## src/rtl/sov_pkg.sv

```systemverilog
`timescale 1ns / 1ps
// Shared types and constants for the segment obstacle visibility block.
// No dependencies.
package sov_pkg;

  localparam int MAX_OBSTACLES_DEF = 64;
  localparam int CMDQ_DEPTH        = 2;
  localparam int COORD_W           = 16;
  localparam int COUNT_OUT_W       = 7;

  localparam logic [1:0] MODE_CLEAR = 2'd0;
  localparam logic [1:0] MODE_ADD   = 2'd1;
  localparam logic [1:0] MODE_QUERY = 2'd2;

  typedef enum logic [1:0] {
    CMD_CLEAR,
    CMD_ADD,
    CMD_QUERY,
    CMD_IGNORE
  } cmd_kind_t;

  // Add carries left, right, top, bottom; query carries start x/y, end x/y.
  typedef struct packed {
    cmd_kind_t                  kind;
    logic signed [COORD_W-1:0]  c0;
    logic signed [COORD_W-1:0]  c1;
    logic signed [COORD_W-1:0]  c2;
    logic signed [COORD_W-1:0]  c3;
  } cmd_t;

  typedef enum logic {
    BK_IDLE,
    BK_SCAN
  } back_state_t;

endpackage

```

## src/rtl/sov_front.sv

```systemverilog
`timescale 1ns / 1ps
// Front end: accepts input transfers, decodes the mode and packs a command.
// Depends on sov_pkg.
module sov_front import sov_pkg::*; (
  input  logic                      push,
  output logic                      full,
  input  logic [1:0]                in_mode,
  input  logic signed [COORD_W-1:0] in_obs_left,
  input  logic signed [COORD_W-1:0] in_obs_right,
  input  logic signed [COORD_W-1:0] in_obs_top,
  input  logic signed [COORD_W-1:0] in_obs_bottom,
  input  logic signed [COORD_W-1:0] in_start_x,
  input  logic signed [COORD_W-1:0] in_start_y,
  input  logic signed [COORD_W-1:0] in_end_x,
  input  logic signed [COORD_W-1:0] in_end_y,
  output logic                      q_push,
  output cmd_t                      q_cmd,
  input  logic                      q_full
);

  assign full   = q_full;
  assign q_push = push && !q_full;

  always_comb begin
    q_cmd = '0;
    unique case (in_mode)
      MODE_CLEAR: begin
        q_cmd.kind = CMD_CLEAR;
      end
      MODE_ADD: begin
        q_cmd.kind = CMD_ADD;
        q_cmd.c0   = in_obs_left;
        q_cmd.c1   = in_obs_right;
        q_cmd.c2   = in_obs_top;
        q_cmd.c3   = in_obs_bottom;
      end
      MODE_QUERY: begin
        q_cmd.kind = CMD_QUERY;
        q_cmd.c0   = in_start_x;
        q_cmd.c1   = in_start_y;
        q_cmd.c2   = in_end_x;
        q_cmd.c3   = in_end_y;
      end
      default: begin
        q_cmd.kind = CMD_IGNORE;
      end
    endcase
  end

endmodule

```

## config.mk

```make
export PLATFORM = sky130hd
export DESIGN_NAME = sov_front
export DESIGN_NICKNAME = d
export VERILOG_FILES = /design/src/rtl/sov_pkg.sv /design/src/rtl/sov_front.sv
export SDC_FILE = /design/constraint.sdc
export NUM_CORES = 1
export LEC_CHECK = 0
export CORE_AREA = 3 3 77 79
export DETAILED_ROUTE_END_ITERATION = 12
export DIE_AREA = 0 0 80 82
export DONT_BUFFER_PORTS = 1
export GPL_ROUTABILITY_DRIVEN = 0
export PLACE_DENSITY = 0.51
export SYNTH_ARGS = -nofsm -noshare
export SYNTH_HDL_FRONTEND = slang
export SYNTH_SLANG_ARGS = --single-unit
```

## constraint.sdc

```tcl
create_clock -name vclk -period 2.35
set_clock_uncertainty 0.2 [all_clocks]
set_input_delay 0.1175 -clock vclk [all_inputs]
set_output_delay 0.1175 -clock vclk [all_outputs]
set_load 0.05 [all_outputs]
```

==> run_results.csv, run 1 <==
group,metric,value,unit
status,status,"completed",
floorplanning,fp.coreArea,0.00541,mm^2
critical_path,arrival,1.24,ns
synth,avgSynthCellArea,9.70,um^2
placed_design,post-dp-hpwl,3620,um
placed_design,io_buffers,0,
final_layout,layout_commonest_cell,"buf_4",
global_routing,antenna_found_initial,0,
timing,setup_tns,0,ns
floorplanning,initial_core_util,28.5,%
synth,netlist.area_leader.share,48.7,%
power,total_power,0.000614,W
power,power_density,317,mW/mm^2
critical_path,end_kind,"output port",
job,drv_cap,0,
synth,synth_warnings,0,
drt,drc,0,
synth,syn_area,0.00154,mm^2
floorplanning,dieArea,0.00656,mm^2
synth,synth_cell_type_count,12,
hold_path,hp-class,"in2out",
synth,synthMuxAreaShare,0,%
clock_tree,cts_hold_buf,0,
timing,rsz0062_at_grt,"no",
final_layout,num_antenna_cells,0,
timing,finalMaxSlewViolations,0,
synth,syn_inst,159,
global_routing,grt_max_degree,65,
synth,synth_fa_ha_area_share,3.24,%
final_layout,mostFrequentLayoutCells,"buf_4 (67), a22oi_2 (60), nor2_2 (60), a22oi_1 (4), nor2_1 (4)",
power,ir_drop,0.206,mV
final_layout,area_growth,25.6,%
drt,wl,4400,um
critical_path,critical_path.max_fanout,64,
timing,tightestPinTransition,0.482,ns
floorplanning,ioPinCount,200,
critical_path,crit_type,"in2out",
timing,setup_viol,0,
synth,synth_compound_gate_area_share,50.6,%
synth,synth_top_family_by_area,"compound AO/OA/AOI/OAI gates",
drt,drt_iter0_drc,30,
final_layout,clock_buffers,0,
synth,synth_nets,295,
drt,drt-wirelength-per-cell,15.8,um
timing,finalCriticalPeriod,1.55,ns
final_layout,seq_cells,0,
global_routing,grt.overflow.total,0,
timing,finalCritPeriodShare,66.2,%
floorplanning,die_width,80,um
drt,viasPerCell,5.08,
global_routing,grt_pass1_vias,1354,
timing,whs,0.0354,ns
floorplanning,num_rows,27,
drt,vias,1417,
synth,yosys.area.top_type,"a22oi_2",
synth,synthXorXnorAreaFrac,0,%
synth,synth.top_cells.by_area,"a22oi_2 (49%), nor2_2 (24%), buf_12 (14%), ha_1 (3.2%), buf_2 (1.9%)",
clock_tree,post_cts_resized,0,
final_layout,regArea,0,um^2
global_routing,grt_use_total,10.9,%
timing,clock.fmax,0.643,GHz
final_layout,nets,345,
timing,finalHoldViolCount,0,
floorplanning,fp.dieH,82,um
synth,synth_simple_gate_area_share,26.5,%
drt,firstDrtPassIters,4,
global_routing,grt_first_pass_wirelength,6100,um
drt,antenna_left,0,
timing,relSlewSlack,68.0,%
critical_path,start_kind,"input port",
critical_path,crit_required,2.03,ns
clock_tree,post-cts-setup-buffers,0,
final_layout,drive_gt1_share,93.2,%
synth,seq_area_frac_synth,0,%
power,power_leakage,0.682,nW
[critical path, stage by stage]
cell    delay (ns)
inv_1         0.13
ha_4          0.17
buf_12        0.34
or2_1         0.47
[final timing paths]
| path | from | end | slack (ns) | cells after the start |
|---|---|---|---|---|
| setup / recovery | in_mode[0] | q_cmd[65] | 0.80 | 4 |
| hold / removal | q_full | full | 0.04 | 0 |
[Yosys cell counts, drive strengths merged]
master	count
a22oi	64
buf	22
ha	4
inv	2
nor2	64
nor2b	1
or2	2
[kinds of logic (layout without fill, tap and decap cells)]
logic type	after synthesis	in the layout
AND/OR/NAND/NOR	67	67
adder cells (fa/ha/maj)	4	4
buffers and inverters	24	72
AO/OA/AOI/OAI	64	64
[per-stage QoR]
step | instance area [um^2] | utilization [%] | setup WS, ns | std cells
3_5_place_dp | 1940 | 35.9 | 0.780 | 279
5_1_grt | 1940 | 35.9 | 0.691 | 279
3_3_place_gp | 1940 | 35.9 | 0.811 | 279
6_report | 1940 | 35.9 | 0.795 | 279
4_1_cts | 1940 | 35.9 | 0.780 | 279
2_1_floorplan | 1540 | - | 0.574 | 159
[report_power, final]
| group | switching [W] | internal, W | leakage (nW) |
|---|---|---|---|
| clock network | 0 | 0 | 0 |
| registers | 0 | 0 | 0 |
| logic | 0.000420 | 0.000194 | 0.682 |
[cell type report]
class | instances | area [um^2]
Fill cell | 562 | 3470
Multi-Input combinational cell | 135 | 1280
Timing Repair Buffer | 70 | 563
Tap cell | 72 | 90.1
Inverter | 2 | 7.51
[metal layers]
metal  GRT usage [%]  vias to the layer above  wire (um)
met2            23.7                      106       2490
li1                -                      679          -
met3            1.43                        0        462
met5               0                        -          0
met1            11.5                      632       1450
met4           0.169                        0          0
Power figures use the tool's default switching activity.
==> run 2: changes to the inputs <==
- ABC_AREA: default -> 1
- PLACE_DENSITY: 0.51 -> 0.42
- clock period: 2.35 -> 1.31 ns (I/O delays scaled with it)
==> run 2 against run 1 <==
  * Synthesized cell count is 41% higher
  * Critical endpoint is now q_cmd[34]
  * Critical path type unchanged
  * Hold slack better by 0.095 ns
  * Die area is the same
  * Via count rose by 24%
  * First-iteration DRC count rose by 17%
  * Critical path depth rose by 1
  * Non-clock buffer count increased by 9
  * Final cell count grew 27%
  * Setup slack worse by 0.75 ns
  * Largest cell class unchanged
==> run_results.csv, run 2 <==
group,metric,value,unit
status,status,"completed",
floorplanning,dieArea,0.00656,mm^2
final_layout,layout_commonest_cell,"nand2_1",
critical_path,arrival,1.00,ns
timing,setup_tns,0,ns
placed_design,post-dp-hpwl,4830,um
power,ir_drop,0.259,mV
final_layout,clock_buffers,0,
synth,avgSynthCellArea,4.59,um^2
critical_path,crit_required,1.04,ns
timing,finalCritPeriodShare,96.6,%
critical_path,cp-endpoint,"q_cmd[34]",
power,total_power,0.00164,W
synth,synth_warnings,0,
power,p_sw,0.000948,W
timing,finalHoldViolCount,0,
drt,viasPerCell,4.99,
power,power_density,516,mW/mm^2
critical_path,crit_type,"in2out",
global_routing,grt_pass1_vias,1780,
synth,synth_simple_gate_area_share,48.4,%
final_layout,num_antenna_cells,0,
drt,vias,1762,
critical_path,end_kind,"output port",
synth,synth_nets,360,
global_routing,grt.overflow.total,0,
global_routing,grt_max_degree,40,
final_layout,seq_cells,0,
power,p_int,0.000690,W
power,clkPwrFrac,0,%
power,power_frac_seq,0,%
final_layout,mostFrequentLayoutCells,"nand2_1 (128), buf_12 (70), a21oi_4 (59), buf_4 (7)",
floorplanning,num_rows,27,
timing,whs,0.130,ns
timing,clock.fmax,0.790,GHz
timing,finalCriticalPeriod,1.27,ns
synth,synth_top_family_by_area,"simple AND/OR/NAND/NOR gates",
global_routing,grt_first_pass_wirelength,8030,um
final_layout,fin_area,0.00317,mm^2
synth,syn_inst,224,
final_layout,nets,419,
hold_path,hp-class,"in2out",
timing,setup_viol,0,
synth,yosys.area.top_type,"nand2_1",
synth,yosysMostFrequentCell,"nand2_1",
floorplanning,fp.coreArea,0.00541,mm^2
synth,netlist.area_leader.share,46.8,%
timing,tightestPinTransition,0.509,ns
synth,synth.top_cells.by_area,"nand2_1 (47%), a21oi_1 (31%), buf_2 (6.8%), buf_6 (5.5%), ha_1 (4.9%)",
drt,drt-wirelength-per-cell,16.2,um
placed_design,dpl_cell_area,0.00310,mm^2
synth,synth_fa_ha_area_share,4.87,%
synth,synthTopCellsByCount,"nand2_1 (128), a21oi_1 (64), buf_2 (14), buf_6 (5), ha_1 (4)",
global_routing,antenna_found_initial,0,
floorplanning,fp.dieH,82,um
synth,synthMuxAreaShare,0,%
final_layout,fin_util,58.7,%
global_routing,grt_use_total,14.7,%
critical_path,startpoint,"in_mode[0]",
drt,drc,0,
drt,firstDrtPassIters,4,
floorplanning,initial_core_util,19.0,%
synth,synth_compound_gate_area_share,31.2,%
critical_path,start_kind,"input port",
floorplanning,die_width,80,um
synth,synthXorXnorAreaFrac,0,%
timing,finalMaxSlewViolations,0,
final_layout,area_growth,209,%
job,drv_cap,0,
drt,wl,5710,um
power,power_leakage,0.997,nW
placed_design,io_buffers,0,
power,combPwrFrac,100.0,%
final_layout,drive_gt1_share,51.6,%
synth,synth_cell_type_count,9,
timing,rsz0062_at_grt,"yes",
drt,antenna_left,0,
power,switching_share,57.9,%
timing,relSlewSlack,65.9,%
floorplanning,ioPinCount,200,
critical_path,critical_path.max_fanout,19,
final_layout,regArea,0,um^2
synth,seq_area_frac_synth,0,%
drt,drt_iter0_drc,35,
synth,syn_area,0.00103,mm^2
[run 2: cell types whose count changed in the layout (fill, tap and decap cells not counted), moves of 3 or more]
cell / delta
a22oi_1: -4
a21oi_4: +59
buf_12: +67
nor2_1: -3
nor2_2: -60
a21oi_2: +3
nand2_1: +128
buf_4: -60
a22oi_2: -60
[run 2: critical path, cell delays in order]
cell,delay [ns]
inv_1,0.07
ha_4,0.38
buf_12,0.27
a21oi_4,0.06
buf_12,0.15
[run 2: what timing repair did]
item                                   4_1_cts  5_1_grt
pin swaps                                    0        2
cloned                                       0        1
resized for setup                            1        2
setup endpoints to repair                   37       61
buffers inserted                             0        1
endpoints found under the hold margin        1        0
hold buffers                                 1        0
[run 2: how the worst min path moves through the flow]
stage | start | end | slack [ns] | depth (start not counted)
after global routing | q_full | q_push | 0.14 | 2
after CTS | q_full | q_push | 0.13 | 2
after floorplan | q_full | full | 0.1 | 1
after detailed placement | q_full | full | -0.07 | 0
final | q_full | q_push | 0.13 | 2
after global placement | q_full | full | -0.07 | 0
[run 2: through the flow]
| step | worst slack, ns | instances |
|---|---|---|
| 6_report | 0.0443 | 353 |
| 2_1_floorplan | -0.256 | 224 |
| 3_3_place_gp | -0.0251 | 350 |
| 5_1_grt | -0.00419 | 353 |
| 3_5_place_dp | -0.0368 | 350 |
| 4_1_cts | 0.00173 | 351 |
[run 2: routing by layer]
metal	vias to the layer above	track usage [%]	wire, um
met5	-	0	0
met4	0	0	1
met3	2	5.37	749
met2	119	31.2	3200
met1	815	14.1	1760
li1	826	-	-
[run 2: power by group through the flow]
stage / Sequential (W) / Combinational (W) / Clock, W
detailed placement: 0 / 0.00162 / 0
CTS: 0 / 0.00164 / 0
global placement: 0 / 0.00161 / 0
global route: 0 / 0.00170 / 0
floorplan: 0 / 0.000972 / 0
finish: 0 / 0.00164 / 0
[run 2: kinds of logic (layout without fill, tap and decap cells)]
group,Yosys count,after routing
buffers and inverters,25,82
AOI/OAI and AO/OA,64,64
and+or+nand+nor,131,131
adders and majority gates,4,4
[run 2: final cells by class]
| cell class | instances | area [um^2] |
|---|---|---|
| fill | 464 | 2230 |
| inverter | 3 | 11.3 |
| multi-input combinational | 199 | 1580 |
| tap | 72 | 90.1 |
| timing repair buffer | 79 | 1490 |
