## config.mk

```make
export PLATFORM = sky130hd
export DESIGN_NAME = sov_cmdq
export DESIGN_NICKNAME = d
export VERILOG_FILES = /design/src/rtl/sov_pkg.sv /design/src/rtl/sov_cmdq.sv
export SDC_FILE = /design/constraint.sdc
export NUM_CORES = 1
export LEC_CHECK = 0
export CAP_MARGIN = 40
export CORE_MARGIN = 4
export CORE_UTILIZATION = 38
export DETAILED_ROUTE_END_ITERATION = 16
export DONT_BUFFER_PORTS = 1
export PLACE_DENSITY = 0.6
export SETUP_SLACK_MARGIN = 0.3
export SYNTH_ARGS = -nofsm -noshare
export SYNTH_HDL_FRONTEND = slang
export SYNTH_SLANG_ARGS = --single-unit
export TNS_END_PERCENT = 20
```

## constraint.sdc

```tcl
create_clock -name clk -period 3.63 [get_ports clk]
set_input_delay 0.5445 -clock clk [delete_from_list [all_inputs] [get_ports clk]]
set_output_delay 0.5445 -clock clk [all_outputs]
set_load 0.01 [all_outputs]
```

## src/rtl/sov_pkg.sv

```systemverilog
`timescale 1ns / 1ps
// Shared types and constants for the segment obstacle visibility block.
// No dependencies.
package sov_pkg;

  localparam int MAX_OBSTACLES_DEF = 64;
  localparam int CMDQ_DEPTH        = 2;
  localparam int COORD_W           = 16;
  localparam int COUNT_OUT_W       = 7;

  localparam logic [1:0] MODE_CLEAR = 2'd0;
  localparam logic [1:0] MODE_ADD   = 2'd1;
  localparam logic [1:0] MODE_QUERY = 2'd2;

  typedef enum logic [1:0] {
    CMD_CLEAR,
    CMD_ADD,
    CMD_QUERY,
    CMD_IGNORE
  } cmd_kind_t;

  // Add carries left, right, top, bottom; query carries start x/y, end x/y.
  typedef struct packed {
    cmd_kind_t                  kind;
    logic signed [COORD_W-1:0]  c0;
    logic signed [COORD_W-1:0]  c1;
    logic signed [COORD_W-1:0]  c2;
    logic signed [COORD_W-1:0]  c3;
  } cmd_t;

  typedef enum logic {
    BK_IDLE,
    BK_SCAN
  } back_state_t;

endpackage

```

## src/rtl/sov_cmdq.sv

```systemverilog
`timescale 1ns / 1ps
// Short command queue between the front end and the back end.
// Depends on sov_pkg.
module sov_cmdq import sov_pkg::*; #(
  parameter int DEPTH = CMDQ_DEPTH
) (
  input  logic clk,
  input  logic rst_n,
  input  logic q_push,
  input  cmd_t q_wdata,
  output logic q_full,
  input  logic q_pop,
  output cmd_t q_rdata,
  output logic q_empty
);

  localparam int PW = (DEPTH > 1) ? $clog2(DEPTH) : 1;
  localparam int NW = $clog2(DEPTH + 1);

  cmd_t            slot_r [DEPTH];
  logic [PW-1:0]   wr_ptr_r, wr_ptr_nxt;
  logic [PW-1:0]   rd_ptr_r, rd_ptr_nxt;
  logic [NW-1:0]   cnt_r, cnt_nxt;
  logic            do_push, do_pop;

  assign q_full  = (cnt_r == NW'(DEPTH));
  assign q_empty = (cnt_r == '0);
  assign q_rdata = slot_r[rd_ptr_r];
  assign do_push = q_push && !q_full;
  assign do_pop  = q_pop && !q_empty;

  always_comb begin
    wr_ptr_nxt = wr_ptr_r;
    rd_ptr_nxt = rd_ptr_r;
    cnt_nxt    = cnt_r;
    if (do_push) begin
      wr_ptr_nxt = (wr_ptr_r == PW'(DEPTH - 1)) ? '0 : wr_ptr_r + 1'b1;
    end
    if (do_pop) begin
      rd_ptr_nxt = (rd_ptr_r == PW'(DEPTH - 1)) ? '0 : rd_ptr_r + 1'b1;
    end
    if (do_push && !do_pop) begin
      cnt_nxt = cnt_r + 1'b1;
    end else if (do_pop && !do_push) begin
      cnt_nxt = cnt_r - 1'b1;
    end
  end

  always_ff @(posedge clk) begin
    if (!rst_n) begin
      wr_ptr_r <= '0;
      rd_ptr_r <= '0;
      cnt_r    <= '0;
    end else begin
      wr_ptr_r <= wr_ptr_nxt;
      rd_ptr_r <= rd_ptr_nxt;
      cnt_r    <= cnt_nxt;
    end
  end

  always_ff @(posedge clk) begin
    if (do_push) begin
      slot_r[wr_ptr_r] <= q_wdata;
    end
  end

endmodule

```

==> flow_summary.toml, run 1 <==
[synthesis]
synthCells = 230
ys_ff_latch = 137
syn_area_um2 = 5004
synth_area_leaders = "edfxtp_1, mux2_1, mux2_2"
synth_flop_cell = "edfxtp_1"
synth.most_common_cell = "edfxtp_1"
ys_seq_area_share_pct = 81.22
synthArstFlopShare_pct = 0
yosys-top-cells-count = "edfxtp_1, mux2_1, mux2_2"
synth_top_area_share_pct = 79.22
synth_area_leader_cell = "edfxtp_1"
syn_area_per_cell_um2 = 21.75
synth_edf_count = 132
yosysWarnings = 0
yosysUniqueCellTypes = 23
syn-num-nets = 301

[critical_path]
end_kind = "primary output"
cp_cell_sequence = "buf_16, mux2_1"
crit_arrival_ns = 1.71
critPathSlowestCell = "dfxtp_4"
start_kind = "flop"
cp_slowest_stage_delay_ns = 0.58
crit_required_ns = 3.09
crit_fanout = 41
worstSetupPathType = "reg2out"

[clock_network]
cts_root_buf = "clkbuf_16"
cts_max_level = 4
cts_resized = 0
clk_latency_ns = 0.40
cts_tree = "built"
ctsHoldBuffers = 0
cts-buffers-inserted = 17
clkSlewWorstSetupHoldPaths_ns = 0.06
cts.path.max_buffers = 2
numClockSinks = 137
postCtsSetupBuffers = 0

[pwr]
p_leak_nw = 1.919
ir_worst_vdd_mv = 0.4176
powerDensity_nw_per_um2 = 791.8
total_power_mw = 4.644

[placement]
place_ws_ns = 1.754
globalplace.congestion = 0.6834
placed_cell_area_um2 = 5234
dp_cells = 399
hpwl_um = 5366
portBuffers = 0

[global_route]
overflow = 0
antenna_found_initial = 0
grt_pass1_wl_um = 12240
grt_pass1_vias = 2200
grt_usage_pct = 11.35
grt_max_degree = 42

[drt]
drt_iter0_drc = 90
wirelength_um = 8320
wire_per_inst_um = 19.35
drt-vias-per-instance = 4.807
drtPass1Iterations = 2
vias = 2067
ant_nets = 0
route.detailed.drc = 0

[die]
io_pins = 138
die_x_um = 122.8
start_util_pct = 39.17
num_rows = 41
dieArea_um2 = 15070
fp.dieH_um = 122.8
core_area_um2 = 12770

[timing]
min_period_ns = 2.254
rsz0062_at_grt = "no"
fmax_mhz = 443.7
whs_ns = 0.2351
finalMaxSlewViolations = 0
skew_ns = 0.003975
slew-limit-headroom_pct = 66.63
setup_ws_ns = 1.376
post-route-period-util_pct = 62.08
finalHoldViolCount = 0
tightest_slew_ns = 0.5005
finalSetupTns_ns = 0
setup_violations = 0

[finish]
n_antenna_cell = 0
syn2layout_area_growth_pct = 17.20
fin_nets = 317
finish.utilization_pct = 45.91
drive_above_1_share_pct = 24.81
final_cells = 430
fillCellCount = 1060
final_area_um2 = 5864

[worst_hold_path]
hold_class = "in2reg"

[job]
cap_violations = 0

[run_status]
status = "complete, no violations"
worst max-delay path, delay by kind of cell (launching register included):
kind                   cells  cell delay [ns]
buffers and inverters      1             0.29
flip-flops                 1             0.58
multiplexers               1             0.42
routing by layer:
metal,track usage (%),wire (um),vias up
li1,-,-,940
met1,11.05,2868,1026
met2,18.41,4175,93
met3,7.926,1174,8
met4,5.038,102,0
met5,0,0,-
layout by cell type (no fill, tap or decap), drive strengths merged:
cell and instances:
clkinv 6, edfxtp 132, clkinvlp 3, xnor2 2, a21boi 2, inv 2, mux2 66, and3 1
o21a 1, nor3 1, o21ai 2, ha 1, buf 4, and2 3, nor2 2, nand2b 1
dfxtp 5, xor2 1, clkbuf 17, or3 1, bufinv 5
power by group:
group / total, mW / internal, mW / switching, mW
registers: 2.08 / 1.99 / 0.0932
clock network: 1.80 / 1.21 / 0.599
logic: 0.754 / 0.292 / 0.462
total: 4.64 / 3.49 / 1.15
cell type report:
cell class / instances / area, um2 / area share [%]
sequential: 137 / 4068 / 69.36
multi-input combinational: 84 / 880.8 / 15.02
clock buffer: 17 / 425.4 / 7.254
tap: 172 / 215.2 / 3.670
clock inverter: 14 / 205.2 / 3.499
timing repair buffer: 4 / 62.56 / 1.067
inverter: 2 / 7.507 / 0.1280
cells by family (layout without fill, tap and decap cells):
kind of cell | after synthesis | in the layout | synth area share, %
xor+xnor | 3 | 3 | 0.5252
buf+inv | 9 | 37 | 1.400
flops | 137 | 137 | 81.22
mux | 66 | 66 | 14.85
fa+ha+maj | 1 | 1 | 0.2500
compound gates | 5 | 5 | 0.6501
simple gates | 9 | 9 | 1.101
final timing paths:
| kind | startpoint | end | slack (ns) | cells past startpoint |
|---|---|---|---|---|
| max | flop | q_rdata[6] | 1.38 | 2 |
| min | q_wdata[10] | slot_r[1][10]$_DFFE_PP_ | 0.24 | 0 |
| max reg2reg | cnt_r[0]$_SDFFE_PN0P_ | slot_r[1][30]$_DFFE_PP_ | 1.89 | 3 |
| min reg2reg | cnt_r[1]$_SDFFE_PN0P_ | cnt_r[1]$_SDFFE_PN0P_ | 0.55 | 2 |
flip-flops by register name, indices dropped and copies added, names as in the netlist, named ones only:
name	cells
slot_r	132
cnt_r	2
rd_ptr_r	1
wr_ptr_r	1
No activity file was read; power rests on OpenSTA's default activity.
==> run 2, diff against run 1 <==
- clock period: 3.63 -> 1.91 ns (I/O delays scaled with it)
==> run 2 against run 1 <==
  * Die area did not move
  * Global-route usage grew 1.1 points
  * Sequential cell count stayed put
  * Critical path depth up 1
  * Sequential share of layout area down 11 points
  * Critical path type unchanged
  * Clock skew grew 0.0018 ns
  * Combinational power grew to 3.4 times the previous value
  * Non-clock buffer count increased by 82
==> flow_summary.toml, run 2 (synthesis results as in run 1) <==
[drt]
drt-vias-per-instance = 4.754
ant_nets = 0
drtPass1Iterations = 4
wire_per_inst_um = 19.44
drt_iter0_drc = 133
vias = 2439
route.detailed.drc = 0
wirelength_um = 9974

[die]
fp.dieH_um = 122.8
start_util_pct = 39.17
dieArea_um2 = 15070
num_rows = 41
die_x_um = 122.8
io_pins = 138
core_area_um2 = 12770

[clock_network]
cts_max_level = 4
cts_tree = "built"
clkSlewWorstSetupHoldPaths_ns = 0.05
clk_latency_ns = 0.41
cts-buffers-inserted = 17
cts_root_buf = "clkbuf_16"
cts.path.max_buffers = 2
numClockSinks = 137

[finish]
syn2layout_area_growth_pct = 40.13
largest_register_ffs = 132
drive_above_1_share_pct = 33.14
n_antenna_cell = 0
top_register = "slot_r"
mostFrequentLayoutCells = "edfxtp_1, dlygate4sd3_1, mux2_4, clkbuf_16, buf_12"
reg_top3 = "slot_r (132), cnt_r (2)"
fin_nets = 399
final_area_um2 = 7012
layout_commonest_cell = "edfxtp_1"

[pwr]
clkPwrFrac_pct = 32.4
p_sw_share_pct = 25.80
powerDensity_nw_per_um2 = 1376
seq_power_share_pct = 40.6
power_frac_comb_pct = 27.0
p_sw_mw = 2.490
p_int_mw = 7.160
ir_worst_vdd_mv = 0.7919
p_leak_nw = 2.518

[global_route]
grt_pass1_vias = 2524
antenna_found_initial = 0
overflow = 0
grt_max_degree = 43
grt_pass1_wl_um = 13680
grt_usage_pct = 12.43

[run_status]
status = "complete, no violations"

[timing]
fmax_mhz = 582.5
finalMaxSlewViolations = 0
skew_ns = 0.005806
rsz0062_at_grt = "yes"
slew-limit-headroom_pct = 76.00
setup_violations = 0
finalSetupTns_ns = 0
setup_ws_ns = 0.1933
tightest_slew_ns = 0.3600
min_period_ns = 1.717
post-route-period-util_pct = 89.88
finalHoldViolCount = 0

[critical_path]
start_kind = "flop"
worstSetupPathType = "reg2out"
crit_required_ns = 1.62
end_kind = "primary output"
crit_fanout = 5
crit_arrival_ns = 1.43
r2r_cells = 6

[worst_hold_path]
hold_class = "in2reg"
min_path_cells = 2

[placement]
place_ws_ns = 0.3889
placed_cell_area_um2 = 5290
globalplace.congestion = 0.7111
hpwl_um = 5431
portBuffers = 0

[job]
cap_violations = 0
[run 2: cell types whose count changed in the layout (fill, tap and decap cells not counted), moves of 2 or more]
| cell | delta |
|---|---|
| dlygate4sd3_1 | +68 |
| mux2_4 | +61 |
| mux2_1 | -35 |
| mux2_2 | -26 |
| buf_12 | +8 |
| clkbuf_16 | +4 |
| bufinv_16 | -3 |
| clkbuf_1 | +3 |
| clkbuf_8 | +3 |
| clkinvlp_4 | -2 |
[run 2: timing repair]
item                                    CTS  global route
hold buffers                             67             1
gates resized for setup                   1           106
cloned                                    0             8
buffers inserted                          0             4
endpoints found under the setup margin   66            67
endpoints found under the hold margin   136             1
[run 2: per-layer routing]
metal | vias to the layer above | track usage, % | part of all wire, %
li1 | 1108 | - | -
met1 | 1234 | 14.27 | 40
met2 | 86 | 19.10 | 50
met3 | 11 | 6.820 | 8.7
met4 | 0 | 5.598 | 1.1
met5 | - | 0 | 0
[run 2: path summary, 6_finish.rpt]
path,from,to,slack (ns)
min,q_push,wr_ptr_r$_SDFFE_PN0P_,0.16
min reg2reg,cnt_r[1]$_SDFFE_PN0P_,cnt_r[1]$_SDFFE_PN0P_,0.55
max,flop,q_rdata[42],0.19
max reg2reg,cnt_r[1]$_SDFFE_PN0P_,cnt_r[1]$_SDFFE_PN0P_,0.38
[run 2: layout make-up]
| type | instances | area (um2) |
|---|---|---|
| clock inverter | 9 | 96.34 |
| timing repair buffer | 86 | 1026 |
| clock buffer | 23 | 478.0 |
| fill | 968 | 5762 |
| tap | 172 | 215.2 |
| inverter | 2 | 10.01 |
| sequential | 137 | 4069 |
| multi-input combinational | 84 | 1117 |
[run 2: through the flow]
stage	util (%)	cells	hold slack [ns]	total power, mW
finish	54.89	513	0.1591	9.650
global route	54.89	513	0.1368	10.11
CTS	51.22	500	0.009682	8.911
detailed placement	41.41	401	0.3855	5.611
global placement	41.41	401	0.3855	5.584
floorplan	-	230	0.3854	5.227
[run 2: power groups by stage]
stage / combinational, mW / sequential, mW / clock (mW)
after floorplan: 1.29 / 3.94 / 0
after global placement: 1.64 / 3.94 / 0
after detailed placement: 1.65 / 3.96 / 0
after CTS: 1.80 / 3.90 / 3.21
after global routing: 2.78 / 3.96 / 3.38
final: 2.60 / 3.92 / 3.13
[run 2: critical path: stages, from the launching register on]
cell	delay (ns)
dfxtp_4	0.38
buf_12	0.15
clkbuf_16	0.16
mux2_4	0.33
